==> config.mk <==
export PLATFORM = sky130hd
export DESIGN_NAME = smad_ctrl
export DESIGN_NICKNAME = d
export VERILOG_FILES = /design/src/hw/rtl/smad_pkg.sv /design/src/hw/rtl/smad_ctrl.sv
export SDC_FILE = /design/constraint.sdc
export NUM_CORES = 1
export LEC_CHECK = 0
export ABC_AREA = 0
export BUFFER_PORTS_ARGS = -buffer_cell sky130_fd_sc_hd__buf_2
export CORE_AREA = 5 5 42 44
export CTS_BUF_LIST = sky130_fd_sc_hd__clkbuf_4 sky130_fd_sc_hd__clkbuf_8
export DETAILED_ROUTE_END_ITERATION = 6
export DIE_AREA = 0 0 47 49
export GPL_TIMING_DRIVEN = 0
export HOLD_SLACK_MARGIN = 0.05
export PLACE_DENSITY_LB_ADDON = 0.12
export SYNTH_ARGS = -nofsm -noshare
export SYNTH_HDL_FRONTEND = slang
export SYNTH_SLANG_ARGS = --single-unit
==> constraint.sdc <==
create_clock -name clk_i -period 2.29 [get_ports clk_i]
set_input_delay 0.458 -clock clk_i [delete_from_list [all_inputs] [get_ports clk_i]]
set_output_delay 0.458 -clock clk_i [all_outputs]
set_load 0.03 [all_outputs]
==> src/hw/rtl/smad_pkg.sv <==
// Shared types and constants of the sliding median and deviation unit.
`default_nettype none
package smad_pkg;

  // Default configuration of the storage.
  localparam int unsigned WINDOW_MAX_DEF  = 256;
  localparam int unsigned SAMPLE_BITS_DEF = 32;

  // Fixed field widths of the stream words and the register port.
  localparam int unsigned SAMPLE_W = 32;
  localparam int unsigned MEDIAN_W = 32;
  localparam int unsigned COST_W   = 41;
  localparam int unsigned OUT_W    = 80;
  localparam int unsigned CFG_W    = 9;
  localparam int unsigned APB_DW   = 32;
  localparam int unsigned APB_AW   = 3;

  // Register index of the window length.
  localparam logic REG_WINDOW_SIZE = 1'b0;

  // Datapath operations issued by the sequencer.
  typedef enum logic [3:0] {
    OP_NONE,
    OP_TAKE,
    OP_OLD_RD,
    OP_OLD_CAP,
    OP_DEL_RD,
    OP_DEL_STEP,
    OP_DEL_END,
    OP_INS_INIT,
    OP_INS_RD,
    OP_INS_STEP,
    OP_INS_ZERO,
    OP_SUM_INIT,
    OP_SUM_RD,
    OP_SUM_STEP
  } op_e;

  // Command from the sequencer.
  typedef struct packed {
    op_e  op;
    logic out_load;
  } cmd_t;

  // Status back from the datapath.
  typedef struct packed {
    logic full;
    logic idx_end;
    logic idx_zero;
    logic ins_stop;
  } stat_t;

endpackage
`default_nettype wire

==> src/hw/rtl/smad_ctrl.sv <==
// Sequencer that steps the datapath through delete, insert and sum passes.
`default_nettype none
module smad_ctrl (
  input  wire             clk_i,
  input  wire             rst_ni,
  input  wire             in_valid_i,
  output logic            in_ready_o,
  input  wire             out_free_i,
  input  smad_pkg::stat_t stat_i,
  output smad_pkg::cmd_t  cmd_o
);
  import smad_pkg::*;

  typedef enum logic [3:0] {
    S_IDLE, S_OLD_RD, S_OLD_WT, S_DEL_RD, S_DEL_WT, S_INS_INIT,
    S_INS_RD, S_INS_WT, S_SUM_INIT, S_SUM_RD, S_SUM_WT, S_FIN
  } state_e;

  state_e state_q, state_d;

  // Next state and the operation for this cycle.
  always_comb begin
    state_d        = state_q;
    cmd_o.op       = OP_NONE;
    cmd_o.out_load = 1'b0;
    in_ready_o     = 1'b0;
    unique case (state_q)
      S_IDLE: begin
        in_ready_o = 1'b1;
        if (in_valid_i) begin
          cmd_o.op = OP_TAKE;
          state_d  = S_OLD_RD;
        end
      end
      S_OLD_RD: begin
        if (stat_i.full) begin
          cmd_o.op = OP_OLD_RD;
          state_d  = S_OLD_WT;
        end else begin
          state_d = S_INS_INIT;
        end
      end
      S_OLD_WT: begin
        cmd_o.op = OP_OLD_CAP;
        state_d  = S_DEL_RD;
      end
      S_DEL_RD: begin
        if (stat_i.idx_end) begin
          cmd_o.op = OP_DEL_END;
          state_d  = S_INS_INIT;
        end else begin
          cmd_o.op = OP_DEL_RD;
          state_d  = S_DEL_WT;
        end
      end
      S_DEL_WT: begin
        cmd_o.op = OP_DEL_STEP;
        state_d  = S_DEL_RD;
      end
      S_INS_INIT: begin
        cmd_o.op = OP_INS_INIT;
        state_d  = S_INS_RD;
      end
      S_INS_RD: begin
        if (stat_i.idx_zero) begin
          cmd_o.op = OP_INS_ZERO;
          state_d  = S_SUM_INIT;
        end else begin
          cmd_o.op = OP_INS_RD;
          state_d  = S_INS_WT;
        end
      end
      S_INS_WT: begin
        cmd_o.op = OP_INS_STEP;
        state_d  = stat_i.ins_stop ? S_SUM_INIT : S_INS_RD;
      end
      S_SUM_INIT: begin
        cmd_o.op = OP_SUM_INIT;
        state_d  = S_SUM_RD;
      end
      S_SUM_RD: begin
        if (stat_i.idx_end) begin
          state_d = S_FIN;
        end else begin
          cmd_o.op = OP_SUM_RD;
          state_d  = S_SUM_WT;
        end
      end
      S_SUM_WT: begin
        cmd_o.op = OP_SUM_STEP;
        state_d  = S_SUM_RD;
      end
      S_FIN: begin
        if (!stat_i.full) begin
          state_d = S_IDLE;
        end else if (out_free_i) begin
          cmd_o.out_load = 1'b1;
          state_d        = S_IDLE;
        end
      end
      default: state_d = S_IDLE;
    endcase
  end

  // State register.
  always_ff @(posedge clk_i or negedge rst_ni) begin
    if (!rst_ni) begin
      state_q <= S_IDLE;
    end else begin
      state_q <= state_d;
    end
  end

endmodule
`default_nettype wire

==> results of run 1 <==
## power by group
| part | switching [W] | internal [W] |
|---|---|---|
| Sequential | 0.0000254 | 0.000106 |
| Clock | 0.0000300 | 0.0000587 |
| Combinational | 0.000436 | 0.000277 |
## through the flow
step / instance area (um^2) / cells / hold WS [ns] / utilization / power [W]
after CTS: 583 / 97 / 0.538 / 0.416 / 0.000944
after floorplan: 465 / 64 / 0.162 / - / 0.000687
after global placement: 551 / 93 / 0.264 / 0.393 / 0.000845
after detailed placement: 551 / 93 / 0.265 / 0.393 / 0.000846
final: 583 / 97 / 0.552 / 0.416 / 0.000933
after global routing: 583 / 97 / 0.548 / 0.416 / 0.00103
## Yosys cell counts
cell type / instances / area share
o211ai_1: 1 / 0.016
nand4_1: 1 / 0.013
o21ai_2: 1 / 0.019
and2b_1: 1 / 0.016
clkbuf_2: 1 / 0.011
a211oi_1: 1 / 0.016
buf_6: 2 / 0.048
nor2b_1: 2 / 0.027
and2b_2: 1 / 0.019
nand2b_1: 2 / 0.027
a2111oi_1: 1 / 0.022
o32a_1: 1 / 0.022
o22ai_1: 1 / 0.013
a31oi_1: 1 / 0.013
buf_2: 3 / 0.032
buf_4: 1 / 0.016
o21a_1: 1 / 0.016
nor3b_1: 4 / 0.065
nand2_1: 6 / 0.048
nor4_1: 1 / 0.013
o21ai_0: 6 / 0.065
a21oi_1: 6 / 0.065
inv_1: 2 / 0.016
o21ai_1: 1 / 0.011
nor3_1: 2 / 0.022
nand3_1: 1 / 0.011
o31ai_1: 1 / 0.016
mux2i_1: 2 / 0.043
mux2_2: 1 / 0.024
dfrtp_1: 4 / 0.22
nor2_1: 5 / 0.040
## worst max-delay path: cells and delay by family, from the launching register on
kind,cells,cell delay [ns]
DFF,1,0.36
AOI/OAI and AO/OA,2,0.44
buffers and inverters,3,0.52
## cell type report
type                       count  area share
buffer                         7      0.0858
clock buffer                   3      0.0386
inverter                       2      0.0129
multi-input combinational     51       0.528
sequential                     4       0.172
tap                           16      0.0343
timing repair buffer          14       0.129
## timing repair
item / 4_1_cts / 5_1_grt
setup buffers: 0 / 0
hold buffers: 1 / 0
hold endpoints to repair: 4 / 0
## how the worst max path moves through the flow
stage | start | endpoint | slack (ns) | depth (start not counted)
6_report | state_q[1] | cmd_o[2] | 0.27 | 5
5_1_grt | state_q[3] | cmd_o[2] | 0.11 | 6
4_1_cts | state_q[1] | cmd_o[2] | 0.25 | 5
3_5_place_dp | state_q[1] | cmd_o[2] | 0.52 | 5
3_3_place_gp | state_q[1] | cmd_o[2] | 0.52 | 5
2_1_floorplan | state_q[1] | in_ready_o | 0.30 | 2
## metal layers
metal	up-vias	GRT usage
li1	265	-
met1	229	0.179
met2	24	0.179
met3	2	0.0590
met4	0	0.0829
met5	-	0
## cell families after synthesis
logic type / after synthesis / share of synthesized area
buffers and inverters: 9 / 0.124
DFF: 4 / 0.215
muxes: 3 / 0.0672
and+or+nand+nor: 26 / 0.301
AOI/OAI and AO/OA: 22 / 0.293
==> flow_summary.toml, run 1 <==
[detailed_routing]
wl_met3_um = 92
wl_met1_um = 564
route.met2.wl_um = 586
highest_layer = "met4"
num_vias = 520
drc = 0
ant_nets = 0
drt_pass1_iterations = 4
via_per_inst = 5.36
drt-total-wl_um = 1270
drtIter0Drc = 13
wl_per_cell_um = 13.1

[timing]
rsz0062_at_grt = "no"
skew_ns = 0.00141
hold_viol_final = 0
timing.fmax_ghz = 0.495
layout_worst_path_cycle_share = 0.882
slew_headroom = 0.738
setup_tns_ns = 0
tightest_slew_ns = 0.389
finalSetupViolCount = 0
final_max_slew_viol_count = 0
fin_ws_ns = 0.271
min_period_ns = 2.02

[global_routing]
grt_pass1_wl_um = 2190
antenna_found_initial = 0
grt_max_degree = 11
grt_util_all_layers = 0.137
grt_pass1_vias = 486
grt_overflow = 0

[hold_path]
hp-class = "input port to async pin"

[cts]
path_clk_slew_ns = 0.04
cts_tree = "done"
clock-sinks = 4
cts_resized = 0
clk_path_buf_depth = 2
htreeDepth = 1
clk_latency_ns = 0.24
root_buffer = "clkbuf_4"
cts_made_buffers = 3

[finish]
multi_input_area_um2 = 308
regMostFlops = "state_q"
area_delta_synth_final_pct = 25.3
reg_top3 = "state_q x4"
diodes = 0
nFillCells = 154
regArea_um2 = 100
final_common_cell = "buf_2"
drive_above_1_share = 0.321
nets = 91
largest_reg_flops = 4
layout_common_cells = "buf_2 (16), o21ai_0 (6), a21oi_1 (6), nand2_1 (6), nor2_1 (5)"

[setup_path]
crit_type = "flop to output pin"
cpMaxStageDelayCell = "dfrtp_1"
cp.required_ns = 1.83
r2r_cells = 3
r2r_start = "state_q[0]"
rr_endpoint = "state_q[2]"
crit_path_end_kind = "output pin"
startpoint_type = "flop"
cp_slowest_stage_delay_ns = 0.36
cp.arrival_ns = 1.56
r2r_setup_slack_ns = 1.01
cp_max_fo = 10
crit_path_cell_trace = "buf_6 > buf_4 > o32a_1 > o22ai_1 > buf_2"

[floorplanning]
start_util = 0.332
die_h_um = 49
die_x_um = 47
rows = 14
die_area_um2 = 2300
core_area_um2 = 1400
pin_count = 14

[logic_synthesis]
synth_cell_types = 31
synth_seq_cells = 4
yosysWarnings = 0
syn_area_per_cell_um2 = 7.27
syn_inst = 64
ys_seq_area_frac = 0.215
synth_area_um2 = 465
synth_nets = 72

[power_and_ir_drop]
p_leak_nw = 0.264
power_density_nw_per_um2 = 1600
ir_worst_vdd_v = 0.000626

[placed_design]
pre_cts_slack_ns = 0.521
hpwl_um = 914
finalWeightedCongestion = 0.790
io_buffers = 13

[run]
cap_violations = 0

[status]
outcome = "complete, no violations"
Note: power is estimated with default switching activity, not from simulation.
==> run 2: changes to the inputs <==
CAP_MARGIN = 20   (was not set)
SETUP_SLACK_MARGIN = 0.5   (was not set)
==> run 2 against run 1 <==
  * Fmax is 8.7% higher
  * Sequential power is 5% higher
  * Die area stayed put
  * Worst setup slack better by 0.16 ns
  * Critical path depth stayed put
  * Wire length is 6.7% higher
  * Critical endpoint unchanged
  * Largest cell class unchanged
==> flow_summary.toml, run 2 (synthesis results as in run 1) <==
[status]
outcome = "complete, no violations"

[floorplanning]
pin_count = 14
die_x_um = 47
core_area_um2 = 1400
die_area_um2 = 2300
die_h_um = 49
start_util = 0.332
rows = 14

[placed_design]
finalWeightedCongestion = 0.800
placed_area_um2 = 572
place_inst = 93
pre_cts_slack_ns = 0.518
hpwl_um = 921
io_buffers = 13

[global_routing]
grt_util_all_layers = 0.132
grt_pass1_wl_um = 2270
grt_overflow = 0
grt_max_degree = 11
antenna_found_initial = 0
grt_pass1_vias = 512

[finish]
drive_above_1_share = 0.516
reg_top3 = "state_q x4"
regMostFlops = "state_q"
diodes = 0
area_delta_synth_final_pct = 66.9
final_cells = 107
largest_reg_flops = 4
nets = 101
final_common_cell = "buf_4"
layout_common_cells = "buf_4 (12), buf_2 (8), buf_6 (7)"
design_area_um2 = 777

[setup_path]
crit_type = "flop to output pin"
crit_path_end_kind = "output pin"
startpoint_type = "flop"
cpMaxStageDelayCell = "dfrtp_1"
crit_path_cell_trace = "buf_6 > buf_8 > o32a_1 > o22ai_2 > buf_6"
cp.arrival_ns = 1.40
r2r_cells = 6
r2r_start = "state_q[1]"
r2r_setup_slack_ns = 1.01
cp_slowest_stage_delay_ns = 0.36
path_common_cell = "buf_6"
rr_endpoint = "state_q[0]"
cp_max_fo = 6
cp.required_ns = 1.83

[detailed_routing]
drtIter0Drc = 3
drc = 0
drt_pass1_iterations = 4
wl_per_cell_um = 12.6
num_vias = 561
via_per_inst = 5.24
drt-total-wl_um = 1350
ant_nets = 0

[timing]
final_max_slew_viol_count = 0
tightest_slew_ns = 0.321
setup_tns_ns = 0
fin_ws_ns = 0.432
min_period_ns = 1.86
slew_headroom = 0.786
layout_worst_path_cycle_share = 0.811
rsz0062_at_grt = "yes"
hold_viol_final = 0
skew_ns = 0.00429
timing.fmax_ghz = 0.538
finalSetupViolCount = 0

[power_and_ir_drop]
power_switching_w = 0.000577
power_frac_clock = 0.068
power.share.sequential = 0.109
ir_worst_vdd_v = 0.000748
pwr-share-comb = 0.823
p_leak_nw = 0.346
p_int_w = 0.000699
power_density_nw_per_um2 = 1640
switching_share = 0.452

[cts]
cts_made_buffers = 3
path_clk_slew_ns = 0.04
cts_tree = "done"
htreeDepth = 1
clk_latency_ns = 0.24
root_buffer = "clkbuf_4"
clock-sinks = 4
clk_path_buf_depth = 2

[run]
cap_violations = 0

[hold_path]
hp-class = "input port to async pin"
run 2: changes by cell type in the layout (fill, tap and decap cells not counted), moves of 2 or more:
cell	previous run	this run
buf_2	16	8
o21ai_1	1	3
o21ai_0	6	3
buf_6	2	7
buf_4	1	12
a21oi_2	0	2
a21oi_1	6	4
run 2: worst max path at each step:
stage	startpoint	endpoint	slack, ns	cells after the start
finish	state_q[1]	cmd_o[2]	0.43	5
global route	state_q[1]	cmd_o[2]	0.37	5
CTS	state_q[1]	cmd_o[2]	0.41	5
detailed placement	state_q[1]	cmd_o[2]	0.52	5
global placement	state_q[1]	cmd_o[2]	0.52	5
floorplan	state_q[1]	cmd_o[2]	0.56	4
run 2: stage by stage:
| step | hold WS, ns | power (W) | util |
|---|---|---|---|
| 6_report | 0.559 | 0.00128 | 0.554 |
| 5_1_grt | 0.572 | 0.00138 | 0.554 |
| 4_1_cts | 0.544 | 0.00117 | 0.506 |
| 3_5_place_dp | 0.266 | 0.000890 | 0.408 |
| 3_3_place_gp | 0.264 | 0.000890 | 0.408 |
| 2_1_floorplan | 0.162 | 0.000731 | - |
run 2: final cells by class:
type,count,area (um^2)
repair buffers,24,188
multi-input cells,51,353
inverters,2,7.51
fillers,136,624
clock buffers,3,22.5
well taps,16,20.0
flip-flops and latches,4,101
plain buffers,7,85.1
run 2: what timing repair did:
action,4_1_cts,5_1_grt
cloned,0,1
resized for setup,20,7
hold buffers,1,0
buffers inserted,6,3
pin swaps,5,3
endpoints found under the setup margin,5,6
endpoints found under the hold margin,4,0
run 2: worst max-delay path, delay by kind of cell, from the launching register on:
family                 cells  cell delay, ns
flip-flops                 1            0.36
buffers and inverters      3            0.40
AO/OA/AOI/OAI              2            0.39
run 2: power by group through the flow:
stage / Sequential, W / Combinational (W) / Clock [W]
final: 0.000139 / 0.00105 / 0.0000871
after global routing: 0.000145 / 0.00113 / 0.000104
after CTS: 0.000139 / 0.000942 / 0.0000928
after detailed placement: 0.000134 / 0.000756 / 0
after global placement: 0.000134 / 0.000756 / 0
after floorplan: 0.000127 / 0.000604 / 0
run 2: layer usage:
metal	vias to the layer above	part of all wire	track usage
met1	255	0.46	0.188
met4	0	0	0.0276
met2	20	0.47	0.183
met5	-	0	0
met3	0	0.073	0.0554
li1	286	-	-
==> run 3: changes to the inputs <==
clock period = 1.65 ns   (was 2.29 ns; I/O delays follow)
==> run 3 against run 2 <==
  * The flow now finishes with violations (setup timing)
  * Critical path depth did not move
  * Core utilization rose by 17 points
  * Wire length rose by 38%
  * Cell count rose by 5.6%
  * Flip-flop and latch count did not move
  * Global-route usage rose by 3.4 points
  * Sequential share of layout area fell by 3.1 points
  * Largest cell class unchanged
  * Largest power group unchanged
  * Highest routed layer is now met4
==> flow_summary.toml, run 3 (synthesis results as in run 1) <==
[timing]
layout_worst_path_cycle_share = 1.07
setup_tns_ns = -0.333
rsz0062_at_grt = "yes"
skew_ns = 0.00184
fin_ws_ns = -0.109
final_max_slew_viol_count = 0
slew_headroom = 0.828
timing.fmax_ghz = 0.569
min_period_ns = 1.76
tightest_slew_ns = 0.258
finalSetupViolCount = 6
hold_viol_final = 0

[detailed_routing]
drt_pass1_iterations = 4
wl_per_cell_um = 16.5
num_vias = 636
via_per_inst = 5.63
drt-total-wl_um = 1870
drc = 0
drtIter0Drc = 14
ant_nets = 0

[floorplanning]
die_area_um2 = 2300
rows = 14
start_util = 0.332
pin_count = 14
core_area_um2 = 1400
die_h_um = 49
die_x_um = 47

[cts]
cts_tree = "done"
root_buffer = "clkbuf_4"
cts_made_buffers = 3
clock-sinks = 4
path_clk_slew_ns = 0.04
clk_latency_ns = 0.25
htreeDepth = 1
clk_path_buf_depth = 2

[finish]
utilization = 0.725
final_cells = 113
final_common_cell = "buf_6"
drive_above_1_share = 0.680
regMostFlops = "state_q"
diodes = 0
area_delta_synth_final_pct = 118
reg_top3 = "state_q x4"
largest_reg_flops = 4
layout_common_cells = "buf_6 (17), buf_2 (7), buf_4 (7)"
nFillCells = 109
nets = 107

[global_routing]
grt_util_all_layers = 0.166
grt_pass1_vias = 629
grt_max_degree = 11
antenna_found_initial = 0
grt_pass1_wl_um = 2860
grt_overflow = 0

[setup_path]
startpoint_type = "flop"
cp.arrival_ns = 1.43
crit_type = "flop to output pin"
cp_max_fo = 5
crit_path_end_kind = "output pin"
cp.required_ns = 1.32

[power_and_ir_drop]
p_total_w = 0.00243
ir_worst_vdd_v = 0.00105
power_density_nw_per_um2 = 2390
p_leak_nw = 0.422

[status]
outcome = "finished with violations"
violations = "setup timing"

[placed_design]
place_inst = 93
finalWeightedCongestion = 0.859
io_buffers = 13
hpwl_um = 964

[run]
cap_violations = 0

[hold_path]
hp-class = "input port to async pin"
[run 3: power by group]
group | switching, W | leakage, nW | total, W | internal, W
logic | 0.000998 | 0.361 | 0.00211 | 0.00111
clock network | 0.0000503 | 0.0138 | 0.000132 | 0.0000820
registers | 0.0000361 | 0.0480 | 0.000186 | 0.000150
[run 3: layer usage]
| layer | wire [um] | share of wire | vias to the layer above | track usage |
|---|---|---|---|---|
| met3 | 76 | 0.041 | 5 | 0.0148 |
| met1 | 755 | 0.40 | 311 | 0.228 |
| met2 | 992 | 0.53 | 22 | 0.247 |
| met4 | 43 | 0.023 | 0 | 0.0876 |
| li1 | - | - | 298 | - |
| met5 | 0 | 0 | - | 0 |
[run 3: metrics by stage]
stage	cell area, um^2	setup WS [ns]	hold WS [ns]
after global placement	647	0.0106	0.133
after global routing	1020	-0.157	0.429
after CTS	943	-0.0981	0.424
after floorplan	562	0.148	0.0344
final	1020	-0.109	0.415
after detailed placement	647	0.00951	0.135
[run 3: timing repair]
item,in CTS,in global routing
hold endpoints to repair,4,0
setup endpoints to repair,10,10
setup buffers,13,2
pin swaps,13,4
hold buffers,1,0
gates resized for setup,37,15
gates cloned,1,0
[run 3: critical path, cell delays in order (launching register included)]
cell and delay, ns:
dfrtp_1 0.36, buf_6 0.13, buf_8 0.13, o32a_1 0.31
o22ai_4 0.10, buf_6 0.15
[run 3: worst paths after layout]
check | cells after the start | to | slack (ns) | startpoint
min in group clk_i | 4 | state_q[0] | 0.48 | out_free_i
max in group asynchronous | 2 | state_q[0] | 1.11 | rst_ni
setup reg to reg | 6 | state_q[0] | 0.32 | state_q[1]
hold / removal | 2 | state_q[3] | 0.42 | rst_ni
hold reg to reg | 2 | state_q[2] | 0.71 | state_q[0]
setup / recovery | 5 | cmd_o[2] | -0.11 | state_q[1]
[run 3: area by class of cell]
class | instances | area [um^2] | area share
Buffer | 7 | 98.8 | 0.0973
Clock buffer | 3 | 22.5 | 0.0222
Inverter | 2 | 7.51 | 0.00739
Multi-Input combinational cell | 51 | 478 | 0.470
Sequential cell | 4 | 101 | 0.0998
Tap cell | 16 | 20.0 | 0.0197
Timing Repair Buffer | 30 | 288 | 0.283
